[src/hdl/rvd_pkg.sv]
// ----------------------------------------------------------------------------
// rvd_pkg
// Shared types and constants of the radial vignette block.
// ----------------------------------------------------------------------------
`default_nettype none

package rvd_pkg;

  localparam int unsigned CFG_W      = 13;   // width of a configuration register
  localparam int unsigned CFG_IDX_W  = 2;    // width of the register index
  localparam int unsigned CH_W       = 8;    // color channel width
  localparam int unsigned FULL_W     = 18;   // width of 32 * height
  localparam int unsigned FRAC_W     = 16;   // fraction bits of the scale
  localparam int unsigned SCALE_W    = 17;   // scale, 1.0 included

  localparam logic [CFG_IDX_W-1:0] REG_WIDTH  = 2'd0;
  localparam logic [CFG_IDX_W-1:0] REG_HEIGHT = 2'd1;

  localparam logic [CFG_W-1:0] WIDTH_RESET  = 13'd640;
  localparam logic [CFG_W-1:0] HEIGHT_RESET = 13'd480;

  // Commands from the controller to the datapath
  typedef struct packed {
    logic load;       // take the input item, step the position counters
    logic square;     // square both distances
    logic sum;        // add squares, load the root radicand
    logic root_step;  // one bit of the square root
    logic div_init;   // form the numerator and the integer quotient bit
    logic div_step;   // one fraction bit of the scale
    logic write_out;  // apply the scale and load the output register
  } cmd_t;

  // Status from the datapath to the controller
  typedef struct packed {
    logic zero_scale; // distance at or beyond the radius, or height zero
  } status_t;

endpackage

`default_nettype wire

[src/hdl/rvd_ctrl.sv]
// ----------------------------------------------------------------------------
// rvd_ctrl
// Sequencer of the vignette block: handshakes, step counts, output valid.
// ----------------------------------------------------------------------------
`default_nettype none

module rvd_ctrl #(
  parameter int unsigned ROOT_W = 18
) (
  input  wire             clk_i,
  input  wire             rst_ni,
  input  wire             in_valid_i,
  output logic            in_stall_o,
  output logic            out_valid_o,
  input  wire             out_stall_i,
  output rvd_pkg::cmd_t   cmd_o,
  input  rvd_pkg::status_t status_i
);

  localparam logic [2:0] S_IDLE  = 3'd0;
  localparam logic [2:0] S_SQR   = 3'd1;
  localparam logic [2:0] S_SUM   = 3'd2;
  localparam logic [2:0] S_ROOT  = 3'd3;
  localparam logic [2:0] S_DINIT = 3'd4;
  localparam logic [2:0] S_DIV   = 3'd5;
  localparam logic [2:0] S_MUL   = 3'd6;

  localparam int unsigned CNT_W = $clog2(ROOT_W);

  logic [2:0]       state_q, state_d;
  logic [CNT_W-1:0] cnt_q, cnt_d;
  logic             out_valid_q, out_valid_d;
  logic             in_accept;
  logic             out_free;

  assign in_stall_o  = (state_q != S_IDLE);
  assign in_accept   = in_valid_i && !in_stall_o;
  assign out_valid_o = out_valid_q;
  assign out_free    = !out_valid_q || !out_stall_i;

  always_comb begin
    state_d = state_q;
    cnt_d   = cnt_q;
    cmd_o   = '0;
    unique case (state_q)
      S_IDLE: begin
        if (in_accept) begin
          cmd_o.load = 1'b1;
          state_d    = S_SQR;
        end
      end
      S_SQR: begin
        cmd_o.square = 1'b1;
        state_d      = S_SUM;
      end
      S_SUM: begin
        cmd_o.sum = 1'b1;
        cnt_d     = CNT_W'(ROOT_W - 1);
        state_d   = S_ROOT;
      end
      S_ROOT: begin
        cmd_o.root_step = 1'b1;
        cnt_d           = cnt_q - 1'b1;
        if (cnt_q == '0) begin
          state_d = S_DINIT;
        end
      end
      S_DINIT: begin
        cmd_o.div_init = 1'b1;
        cnt_d          = CNT_W'(rvd_pkg::FRAC_W - 1);
        // scale of zero needs no division
        state_d        = status_i.zero_scale ? S_MUL : S_DIV;
      end
      S_DIV: begin
        cmd_o.div_step = 1'b1;
        cnt_d          = cnt_q - 1'b1;
        if (cnt_q == '0) begin
          state_d = S_MUL;
        end
      end
      S_MUL: begin
        // hold until the output register is free
        if (out_free) begin
          cmd_o.write_out = 1'b1;
          state_d         = S_IDLE;
        end
      end
      default: begin
        state_d = S_IDLE;
      end
    endcase
  end

  always_comb begin
    out_valid_d = out_valid_q;
    if (cmd_o.write_out) begin
      out_valid_d = 1'b1;
    end else if (!out_stall_i) begin
      out_valid_d = 1'b0;
    end
  end

  always_ff @(posedge clk_i or negedge rst_ni) begin
    if (!rst_ni) begin
      state_q     <= S_IDLE;
      cnt_q       <= '0;
      out_valid_q <= 1'b0;
    end else begin
      state_q     <= state_d;
      cnt_q       <= cnt_d;
      out_valid_q <= out_valid_d;
    end
  end

  a_accept_starts: assert property (@(posedge clk_i) disable iff (!rst_ni)
    in_accept |=> state_q == S_SQR)
    else $error("accepted item did not start the square stage");

  a_root_exit: assert property (@(posedge clk_i) disable iff (!rst_ni)
    (state_q == S_ROOT && cnt_q == '0) |=> state_q == S_DINIT)
    else $error("square root did not hand over to the divider");

  a_zero_skip: assert property (@(posedge clk_i) disable iff (!rst_ni)
    (state_q == S_DINIT && status_i.zero_scale) |=> state_q == S_MUL)
    else $error("zero scale did not skip the division");

  a_valid_source: assert property (@(posedge clk_i) disable iff (!rst_ni)
    $rose(out_valid_q) |-> $past(state_q) == S_MUL)
    else $error("output valid rose outside the output stage");

endmodule

`default_nettype wire

[src/hdl/rvd_datapath.sv]
// ----------------------------------------------------------------------------
// rvd_datapath
// Position counters, distance squares, bit-serial root and divider, scaling.
// ----------------------------------------------------------------------------
`default_nettype none

module rvd_datapath #(
  parameter int unsigned MAX_DIMENSION = 4096,
  parameter int unsigned CNT_POS_W     = 12,
  parameter int unsigned DIFF_W        = 13,
  parameter int unsigned ROOT_W        = 18
) (
  input  wire                            clk_i,
  input  wire                            rst_ni,
  input  wire                            cfg_we_i,
  input  wire [rvd_pkg::CFG_IDX_W-1:0]   cfg_idx_i,
  input  wire [rvd_pkg::CFG_W-1:0]       cfg_data_i,
  input  wire [rvd_pkg::CH_W-1:0]        red_in_i,
  input  wire [rvd_pkg::CH_W-1:0]        green_in_i,
  input  wire [rvd_pkg::CH_W-1:0]        blue_in_i,
  input  wire                            frame_start_i,
  input  rvd_pkg::cmd_t                  cmd_i,
  output rvd_pkg::status_t               status_o,
  output logic [rvd_pkg::CH_W-1:0]       red_out_o,
  output logic [rvd_pkg::CH_W-1:0]       green_out_o,
  output logic [rvd_pkg::CH_W-1:0]       blue_out_o,
  output logic                           frame_end_o
);

  localparam int unsigned SQ_W   = 2 * DIFF_W;
  localparam int unsigned SUM_W  = SQ_W + 1;
  localparam int unsigned RAD_W  = 2 * ROOT_W;
  localparam int unsigned REM_W  = ROOT_W + 2;
  localparam int unsigned FULL_W = rvd_pkg::FULL_W;
  localparam int unsigned CH_W   = rvd_pkg::CH_W;
  localparam int unsigned PROD_W = CH_W + rvd_pkg::SCALE_W;

  // configuration
  logic [rvd_pkg::CFG_W-1:0] width_q, height_q;

  always_ff @(posedge clk_i or negedge rst_ni) begin
    if (!rst_ni) begin
      width_q  <= rvd_pkg::WIDTH_RESET;
      height_q <= rvd_pkg::HEIGHT_RESET;
    end else if (cfg_we_i) begin
      unique case (cfg_idx_i)
        rvd_pkg::REG_WIDTH:  width_q  <= cfg_data_i;
        rvd_pkg::REG_HEIGHT: height_q <= cfg_data_i;
        default: ;
      endcase
    end
  end

  // position counters
  logic [CNT_POS_W-1:0] col_q, row_q, col_d, row_d, col_eff, row_eff;
  logic [CNT_POS_W:0]   col_inc, row_inc;
  logic                 row_end, frame_last;
  logic [DIFF_W-1:0]    twice_col, twice_row, w_ext, h_ext, dx, dy;

  assign col_eff = frame_start_i ? '0 : col_q;
  assign row_eff = frame_start_i ? '0 : row_q;
  assign col_inc = {1'b0, col_eff} + 1'b1;
  assign row_inc = {1'b0, row_eff} + 1'b1;
  assign w_ext   = DIFF_W'(width_q);
  assign h_ext   = DIFF_W'(height_q);

  assign row_end    = (DIFF_W'(col_inc) >= w_ext) ||
                      (col_inc >= (CNT_POS_W+1)'(MAX_DIMENSION));
  assign frame_last = row_end && ((DIFF_W'(row_inc) >= h_ext) ||
                      (row_inc >= (CNT_POS_W+1)'(MAX_DIMENSION)));

  assign twice_col = DIFF_W'({col_eff, 1'b0});
  assign twice_row = DIFF_W'({row_eff, 1'b0});
  assign dx = (twice_col >= w_ext) ? twice_col - w_ext : w_ext - twice_col;
  assign dy = (twice_row >= h_ext) ? twice_row - h_ext : h_ext - twice_row;

  always_comb begin
    col_d = col_q;
    row_d = row_q;
    if (cmd_i.load) begin
      if (row_end) begin
        col_d = '0;
        row_d = frame_last ? '0 : row_inc[CNT_POS_W-1:0];
      end else begin
        col_d = col_inc[CNT_POS_W-1:0];
        row_d = row_eff;
      end
    end
  end

  always_ff @(posedge clk_i or negedge rst_ni) begin
    if (!rst_ni) begin
      col_q <= '0;
      row_q <= '0;
    end else begin
      col_q <= col_d;
      row_q <= row_d;
    end
  end

  // work registers
  logic [CH_W-1:0]   red_q, green_q, blue_q;
  logic              last_q;
  logic [DIFF_W-1:0] dx_q, dy_q;
  logic [SQ_W-1:0]   sqx_q, sqy_q;
  logic [SUM_W-1:0]  dsum;
  logic [RAD_W-1:0]  rad_q;
  logic [REM_W-1:0]  rem_q, rem_sh, trial;
  logic [ROOT_W-1:0] root_q, full_ext;
  logic [FULL_W-1:0] full, num0, div_q;
  logic [FULL_W:0]   div_sh;
  logic [rvd_pkg::SCALE_W-1:0] scale_q;
  logic [PROD_W-1:0] prod_r, prod_g, prod_b;

  assign dsum     = SUM_W'(sqx_q) + SUM_W'(sqy_q);
  assign rem_sh   = {rem_q[REM_W-3:0], rad_q[RAD_W-1 -: 2]};
  assign trial    = {root_q, 2'b01};
  assign full     = {height_q, 5'b0};
  assign full_ext = ROOT_W'(full);
  assign num0     = FULL_W'(full_ext - root_q);
  assign div_sh   = {div_q, 1'b0};

  assign status_o.zero_scale = (full == '0) || (root_q >= full_ext);

  assign prod_r = PROD_W'(red_q)   * PROD_W'(scale_q);
  assign prod_g = PROD_W'(green_q) * PROD_W'(scale_q);
  assign prod_b = PROD_W'(blue_q)  * PROD_W'(scale_q);

  always_ff @(posedge clk_i) begin
    if (cmd_i.load) begin
      red_q   <= red_in_i;
      green_q <= green_in_i;
      blue_q  <= blue_in_i;
      last_q  <= frame_last;
      dx_q    <= dx;
      dy_q    <= dy;
    end
    if (cmd_i.square) begin
      sqx_q <= SQ_W'(dx_q) * SQ_W'(dx_q);
      sqy_q <= SQ_W'(dy_q) * SQ_W'(dy_q);
    end
    if (cmd_i.sum) begin
      // four fraction bits of the root: radicand carries eight
      rad_q  <= RAD_W'({dsum, 8'b0});
      rem_q  <= '0;
      root_q <= '0;
    end
    if (cmd_i.root_step) begin
      rad_q <= {rad_q[RAD_W-3:0], 2'b00};
      if (rem_sh >= trial) begin
        rem_q  <= rem_sh - trial;
        root_q <= {root_q[ROOT_W-2:0], 1'b1};
      end else begin
        rem_q  <= rem_sh;
        root_q <= {root_q[ROOT_W-2:0], 1'b0};
      end
    end
    if (cmd_i.div_init) begin
      if (status_o.zero_scale) begin
        scale_q <= '0;
        div_q   <= '0;
      end else if (num0 >= full) begin
        scale_q <= rvd_pkg::SCALE_W'(1);
        div_q   <= num0 - full;
      end else begin
        scale_q <= '0;
        div_q   <= num0;
      end
    end
    if (cmd_i.div_step) begin
      if (div_sh >= {1'b0, full}) begin
        div_q   <= FULL_W'(div_sh - {1'b0, full});
        scale_q <= {scale_q[rvd_pkg::SCALE_W-2:0], 1'b1};
      end else begin
        div_q   <= div_sh[FULL_W-1:0];
        scale_q <= {scale_q[rvd_pkg::SCALE_W-2:0], 1'b0};
      end
    end
    if (cmd_i.write_out) begin
      red_out_o   <= prod_r[rvd_pkg::FRAC_W +: CH_W];
      green_out_o <= prod_g[rvd_pkg::FRAC_W +: CH_W];
      blue_out_o  <= prod_b[rvd_pkg::FRAC_W +: CH_W];
      frame_end_o <= last_q;
    end
  end

endmodule

`default_nettype wire

[src/hdl/radial_vignette_darken.sv]
// ----------------------------------------------------------------------------
// radial_vignette_darken
// Darkens raster-order RGB pixels by their distance from the frame center.
// ----------------------------------------------------------------------------
// One pixel is in work at a time, from accept to output. The square root
// takes one result bit a cycle; its result is ROOT_W bits wide, where ROOT_W =
// max(clog2(MAX_DIMENSION) + 1, 13) + 5, or 18 at the default MAX_DIMENSION
// of 4096. After a setup step the scale divider takes one quotient bit a
// cycle; a pixel beyond the radius skips the divider. A finished pixel sits
// in the output register, so the next pixel is taken while it waits. Write
// image_width and image_height only while no pixel is in work.
`default_nettype none

module radial_vignette_darken #(
  parameter int unsigned MAX_DIMENSION = 4096
) (
  input  wire                          clk_i,
  input  wire                          rst_ni,
  input  wire                          cfg_we_i,
  input  wire [rvd_pkg::CFG_IDX_W-1:0] cfg_idx_i,
  input  wire [rvd_pkg::CFG_W-1:0]     cfg_data_i,
  input  wire                          in_valid_i,
  output logic                         in_stall_o,
  input  wire [rvd_pkg::CH_W-1:0]      red_in_i,
  input  wire [rvd_pkg::CH_W-1:0]      green_in_i,
  input  wire [rvd_pkg::CH_W-1:0]      blue_in_i,
  input  wire                          frame_start_i,
  output logic                         out_valid_o,
  input  wire                          out_stall_i,
  output logic [rvd_pkg::CH_W-1:0]     red_out_o,
  output logic [rvd_pkg::CH_W-1:0]     green_out_o,
  output logic [rvd_pkg::CH_W-1:0]     blue_out_o,
  output logic                         frame_end_o
);

  localparam int unsigned CNT_POS_W = $clog2(MAX_DIMENSION);
  localparam int unsigned DIFF_W    = (CNT_POS_W + 1 > rvd_pkg::CFG_W) ?
                                      CNT_POS_W + 1 : rvd_pkg::CFG_W;
  localparam int unsigned ROOT_W    = DIFF_W + 5;

  rvd_pkg::cmd_t    cmd;
  rvd_pkg::status_t status;

  rvd_ctrl #(
    .ROOT_W (ROOT_W)
  ) u_ctrl (
    .clk_i       (clk_i),
    .rst_ni      (rst_ni),
    .in_valid_i  (in_valid_i),
    .in_stall_o  (in_stall_o),
    .out_valid_o (out_valid_o),
    .out_stall_i (out_stall_i),
    .cmd_o       (cmd),
    .status_i    (status)
  );

  rvd_datapath #(
    .MAX_DIMENSION (MAX_DIMENSION),
    .CNT_POS_W     (CNT_POS_W),
    .DIFF_W        (DIFF_W),
    .ROOT_W        (ROOT_W)
  ) u_datapath (
    .clk_i         (clk_i),
    .rst_ni        (rst_ni),
    .cfg_we_i      (cfg_we_i),
    .cfg_idx_i     (cfg_idx_i),
    .cfg_data_i    (cfg_data_i),
    .red_in_i      (red_in_i),
    .green_in_i    (green_in_i),
    .blue_in_i     (blue_in_i),
    .frame_start_i (frame_start_i),
    .cmd_i         (cmd),
    .status_o      (status),
    .red_out_o     (red_out_o),
    .green_out_o   (green_out_o),
    .blue_out_o    (blue_out_o),
    .frame_end_o   (frame_end_o)
  );

endmodule

`default_nettype wire
[config.mk]
export PLATFORM = sky130hd
export DESIGN_NAME = radial_vignette_darken
export DESIGN_NICKNAME = d
export VERILOG_FILES = /design/src/hdl/rvd_pkg.sv /design/src/hdl/rvd_ctrl.sv /design/src/hdl/rvd_datapath.sv /design/src/hdl/radial_vignette_darken.sv
export SDC_FILE = /design/constraint.sdc
export NUM_CORES = 2
export LEC_CHECK = 0
export ABC_AREA = 1
export CAP_MARGIN = 20
export CORE_MARGIN = 2
export CORE_UTILIZATION = 45
export DETAILED_ROUTE_END_ITERATION = 6
export DONT_BUFFER_PORTS = 1
export SYNTH_ARGS = -nofsm -noshare
export SYNTH_HDL_FRONTEND = slang
export SYNTH_SLANG_ARGS = --single-unit
[constraint.sdc]
create_clock -name clk_i -period 6.2 [get_ports clk_i]
set_clock_uncertainty 0.05 [all_clocks]
set_input_delay 0.62 -clock clk_i [delete_from_list [all_inputs] [get_ports clk_i]]
set_output_delay 0.62 -clock clk_i [all_outputs]
set_load 0.05 [all_outputs]
Word level (Yosys, flattened, before mapping)
Cells that the tools add are included.
Widths: inputs -> output; s select.
{"block": "word_totals", "inputBits": 45, "out_inout_bits": 27, "register_bits": 286}
{"block": "op_classes", "eq_ne": 12, "n_lt_le_gt_ge": 10, "mux": 43, "n_mul": 5, "add_sub_neg": 12, "reduce_logical": 21}
{"operator": "$mux 18", "n": 10}
{"operator": "$mul 8x17->24", "n": 3}
{"operator": "$mux 36", "n": 2}
{"operator": "$sub 18x18->18", "n": 4}
{"operator": "$mux 12", "n": 5}
{"operator": "$ge 13x13->1", "n": 4}
{"operator": "$mul 13x13->26", "n": 2}
{"operator": "$sub 13x13->13", "n": 4}
{"operator": "$mux 17", "n": 3}
{"operator": "$ge 18x18->1", "n": 2}
{"operator": "$add 26x26->27", "n": 1}
{"operator": "$add 12x1->13 const B", "n": 2}
{"operator": "$ge 13x13->1 const B", "n": 2}
{"operator": "$mux 13", "n": 2}
{"operator": "$pmux 3 s7", "n": 1}
{"operator": "$ge 20x20->1", "n": 1}
{"operator": "$ge 19x18->1", "n": 1}
{"operator": "$logic_not 18->1", "n": 1}
{"operator": "$pmux 5 s3", "n": 1}
{"operator": "$mux 1", "n": 14}
{"operator": "$mux 3", "n": 4}
{"operator": "$ne 2x1->1 const B", "n": 5}
{"operator": "$eq 3x3->1 const B", "n": 3}
{"operator": "$eq 3x2->1 const B", "n": 2}
{"operator": "other kinds (15)", "n": 24}

Logic depth before layout (Yosys ltp)
{"block": "logic_depth", "depth_word": 7, "mapped_depth": 25, "mapped_depth_nobuf": 23}

Modules after synthesis
A second synthesis with hierarchy kept.
{"block": "hier_totals", "hier_cells": 5755, "area_unflattened_um2": 42542.1}
{"mod": "rvd_datapath", "area_each_um2": 41956.5, "n_inst": 1, "cells_each": 5672}
{"mod": "rvd_ctrl", "area_each_um2": 585.6, "n_inst": 1, "cells_each": 83}

Worst setup path before layout
OpenSTA, ideal clock, no wires.
{"block": "synth_path", "kind": "reg2reg", "from": "reg u_datapath.dy_q[6]", "to": "reg u_datapath.sqy_q[13], data pin", "stages_incl_launch_ff": 18, "required_ns": 5.888, "path_slack_ns": 1.219, "setup_time_ns": 0.262, "t_arrival_ns": 4.669, "path_cell_list": "edfxtp_1 -> clkbuf_1 -> nand2_1 -> inv_1 -> fa_1 -> fa_1 -> fa_1 -> inv_1 -> fa_1 -> fa_1 -> inv_1 -> ha_1 -> nand2_1 -> o21ai_0 -> nor2_1 -> o21ai_0 -> a21oi_1 -> xor2_1"}
{"block": "synth_between", "elab_chain_cells": 1}
{"element": "from (decl)", "line_no": "rvd_datapath.sv:104", "source": "logic [DIFF_W-1:0] dx_q, dy_q;"}
{"element": "from (signal assigned)", "line_no": "rvd_datapath.sv:136", "source": "dy_q <= dy;"}
{"element": "$mul 13x13->26", "line_no": "rvd_datapath.sv:140", "source": "sqy_q <= SQ_W'(dy_q) * SQ_W'(dy_q);"}
{"element": "to (signal assigned)", "line_no": "rvd_datapath.sv:140"}
{"element": "to (decl)", "line_no": "rvd_datapath.sv:105", "source": "logic [SQ_W-1:0] sqx_q, sqy_q;"}
No other way between the ends.
A chain may end at the register's enable or synchronous reset.

Worst setup path in the final report
{"block": "layout_path", "from": "reg u_datapath.dx_q[3]", "to": "reg u_datapath.sqx_q[23], data pin"}
{"block": "layout_between", "elab_chain_cells": 1}
{"element": "from (decl)", "line_no": "rvd_datapath.sv:104"}
{"element": "from (signal assigned)", "line_no": "rvd_datapath.sv:135", "source": "dx_q <= dx;"}
{"element": "$mul 13x13->26", "line_no": "rvd_datapath.sv:139", "source": "sqx_q <= SQ_W'(dx_q) * SQ_W'(dx_q);"}
{"element": "to (signal assigned)", "line_no": "rvd_datapath.sv:139"}
{"element": "to (decl)", "line_no": "rvd_datapath.sv:105"}
No other way between the ends.

==> flow_summary.json <==
{
  "path_max_fanout": 13,
  "via_count": 34500,
  "crit_top_cell": "nand2_1",
  "final-setup-viol-count": 0,
  "ys_warn_count": 0,
  "cpPeakStageDelay_ns": 0.74,
  "drt_drc_violations_left": 0,
  "synth_area_leaders": "fa_1 22%, edfxtp_1 16%, nand2_1 13%",
  "dr.pass1.iters": 5,
  "r2r_slack_ns": 0.78,
  "grt_antenna_before_repair": 0,
  "cp_num_buf_inv": 4,
  "worst-r2r-cell-count": 19,
  "path_delay_family": "adder cells",
  "grt_setup_unrepaired": "no",
  "fill_cells": 9328,
  "drive_above_1_share_pct": 2.849,
  "run_status": "finished clean",
  "antennaDiodeCount": 0,
  "maxCapViolations": 0,
  "cts_buffers": 39,
  "area.sequential_mm2": 0.008240,
  "multi_input_area_mm2": 0.02811,
  "hpwl_mm": 86.95,
  "hold_violations": 0,
  "clk_root_buffer_cell": "clkbuf_16",
  "die_x_um": 310.4,
  "max-slew-margin-rel_pct": 26.34,
  "synth_flop_cell": "edfxtp_1",
  "worstHoldStart": "blue_in_i[1]",
  "grt_max_degree": 66,
  "clock.fmax_ghz": 0.1845,
  "critPathLaunchType": "register",
  "fin_tns_setup_ns": 0,
  "regToRegEndpoint": "u_datapath.sqx_q[23]",
  "areaGrowthSynthToFinish_pct": 6.003,
  "synth_nets": 6567,
  "tightest_slew_ns": 1.105,
  "htreeDepth": 2,
  "drt_wl_total_mm": 108.7,
  "groute.usage.overall_pct": 23.15,
  "dieArea_mm2": 0.09636,
  "drv_slew": 0,
  "critical_path.cell_chain": "nand2_1 > fa_1 > fa_1 > inv_1 > fa_1 > fa_1 > inv_1 > fa_1 > inv_1 > ha_1 > nand2_1 > inv_1 > a21oi_1 > nand2_1 > nand2_1 > nand3_1 > nand2_1 > nand2_1 > xor2_1",
  "min_path_cells": 0,
  "required_ns": 6.48,
  "io_buffers": 0,
  "synth_top_area_cell": "fa_1",
  "post-route-min-period_ns": 5.421,
  "post_drt_via_cell_ratio": 5.047,
  "cts_tree": "built",
  "rr_startpoint": "u_datapath.dx_q[3]",
  "setup.worst_path.end_class": "register",
  "nNetsFinal": 6474,
  "synth_enable_flop_cells": 225,
  "synth_area_mm2": 0.04225,
  "path_clk_slew_ns": 0.07,
  "hold_ws_ns": 0.05432,
  "async_flop_share_pct": 20.77,
  "clock_latency_ns": 0.61,
  "first_global_vias": 34500,
  "holdCritPathClass": "in2reg",
  "ys_ff_latch": 284,
  "avgSynthCellArea_um2": 7.487,
  "grt_pass1_wl_mm": 179.5,
  "synth.most_common_cell": "nand2_1",
  "synth_top_area_share_pct": 21.80,
  "slowest_stage": "edfxtp_1",
  "ys_types": 54,
  "period_share_pct": 87.43,
  "die_h_um": 310.4,
  "post-cts-setup-buffers": 0,
  "io_pins": 72,
  "fp-row-count": 112,
  "holdPathEnd": "u_datapath.blue_q[1]",
  "synth_common_cells": "1441 x nand2_1, 1384 x inv_1, 460 x fa_1",
  "yosysSeqAreaShare_pct": 19.50,
  "core_area_mm2": 0.09319,
  "crit_arrival_ns": 5.70,
  "initial_core_util_pct": 45.34,
  "cts_sinks": 284,
  "grt.overflow.total": 0,
  "syn_inst": 5643,
  "globalplace.congestion": 0.9325,
  "clockBufferDepth": 3,
  "path_class": "reg2reg",
  "drtIter0Drc": 2193,
  "ant_nets": 0,
  "wl_per_cell_um": 15.90
}
registers in the layout (all words and copies together) (netlist names), 5 cells and up:
name and flops:
u_datapath.blue_q 8, u_ctrl.cnt_q 5, u_datapath.dy_q 13, u_datapath.sqy_q 25
u_datapath.red_q 8, u_datapath.red_out_o 8, u_datapath.root_q 18, u_datapath.sqx_q 25
u_datapath.col_q 12, u_datapath.rem_q 18, u_datapath.row_q 12, u_datapath.w_ext 13
u_datapath.h_ext 13, u_datapath.green_q 8, u_datapath.scale_q 17, u_datapath.div_q 18
u_datapath.rad_q 28, u_datapath.blue_out_o 8, u_datapath.green_out_o 8, u_datapath.dx_q 13
metrics by stage:
step	worst slack, ns	area (um2)	std cells	util, %
floorplan	1.219	42250	5643	-
finish	0.7795	44790	6835	48.06
global placement	0.8506	43420	6760	46.59
detailed placement	0.8292	43420	6760	46.59
CTS	0.8159	44760	6834	48.03
global route	0.4350	44790	6835	48.06
layout by cell type (no fill, tap or decap), types with 53 or more instances in the layout:
cell type,netlist,layout
nand4_1,79,79
o21ai_0,177,177
xor2_1,114,114
a21oi_1,229,228
fa_1,460,460
dfrtp_1,53,53
edfxtp_1,225,225
ha_1,419,419
nand2_1,1441,1440
nand3_1,227,227
nor2_1,350,349
xnor2_1,61,61
inv_1,1384,1384
worst reg2reg max path: stages, from the launching register on:
cell and delay (ns):
edfxtp_1 0.74, nand2_1 0.23, fa_1 0.54, fa_1 0.51, inv_1 0.05, fa_1 0.48, fa_1 0.62, inv_1 0.07
fa_1 0.48, inv_1 0.04, ha_1 0.32, nand2_1 0.14, inv_1 0.05, a21oi_1 0.20, nand2_1 0.09, nand2_1 0.08
nand3_1 0.16, nand2_1 0.11, nand2_1 0.07, xor2_1 0.14
how the worst max path moves through the flow:
stage	startpoint	end	slack, ns	depth (start not counted)
finish	u_datapath.dx_q[3]	u_datapath.sqx_q[23]	0.78	19
CTS	u_datapath.dy_q[6]	u_datapath.sqy_q[15]	0.82	16
floorplan	u_datapath.dy_q[6]	u_datapath.sqy_q[13]	1.22	17
global route	u_datapath.dy_q[3]	u_datapath.sqy_q[19]	0.44	17
global placement	u_datapath.dy_q[3]	u_datapath.sqy_q[13]	0.85	16
detailed placement	u_datapath.dy_q[3]	u_datapath.sqy_q[13]	0.83	16
final cells by class:
class	instances	area share [%]
Inverter	1388	11.63
Timing Repair Buffer	40	0.7934
Tap cell	1254	3.503
Sequential cell	284	18.40
Clock buffer	47	2.361
Multi-Input combinational cell	3797	62.76
Clock inverter	25	0.5532
what timing repair did:
item	4_1_cts	5_1_grt
resized for setup	0	0
hold endpoints to repair	59	0
hold buffers	2	0
routing by layer:
metal | routed length, um | vias up | track usage, %
li1 | - | 17000 | -
met1 | 50460 | 16580 | 31.84
met2 | 50810 | 788 | 39.00
met3 | 5246 | 128 | 2.799
met4 | 2191 | 0 | 5.292
met5 | 0 | - | 0
cell families (layout without fill, tap and decap cells):
kind of cell / Yosys count / in the layout / share of synthesized area (%)
and+or+nand+nor: 2207 / 2207 / 21.54
buffers and inverters: 1562 / 1500 / 14.05
adders and majority gates: 879 / 879 / 34.20
AOI/OAI and AO/OA: 535 / 535 / 7.039
DFF: 284 / 284 / 19.50
xor gates and xnor gates: 176 / 176 / 3.666
Power is left out: the tool's default activity adds up to more than one toggle a clock period on the data nets, which glitch-free logic cannot reach.
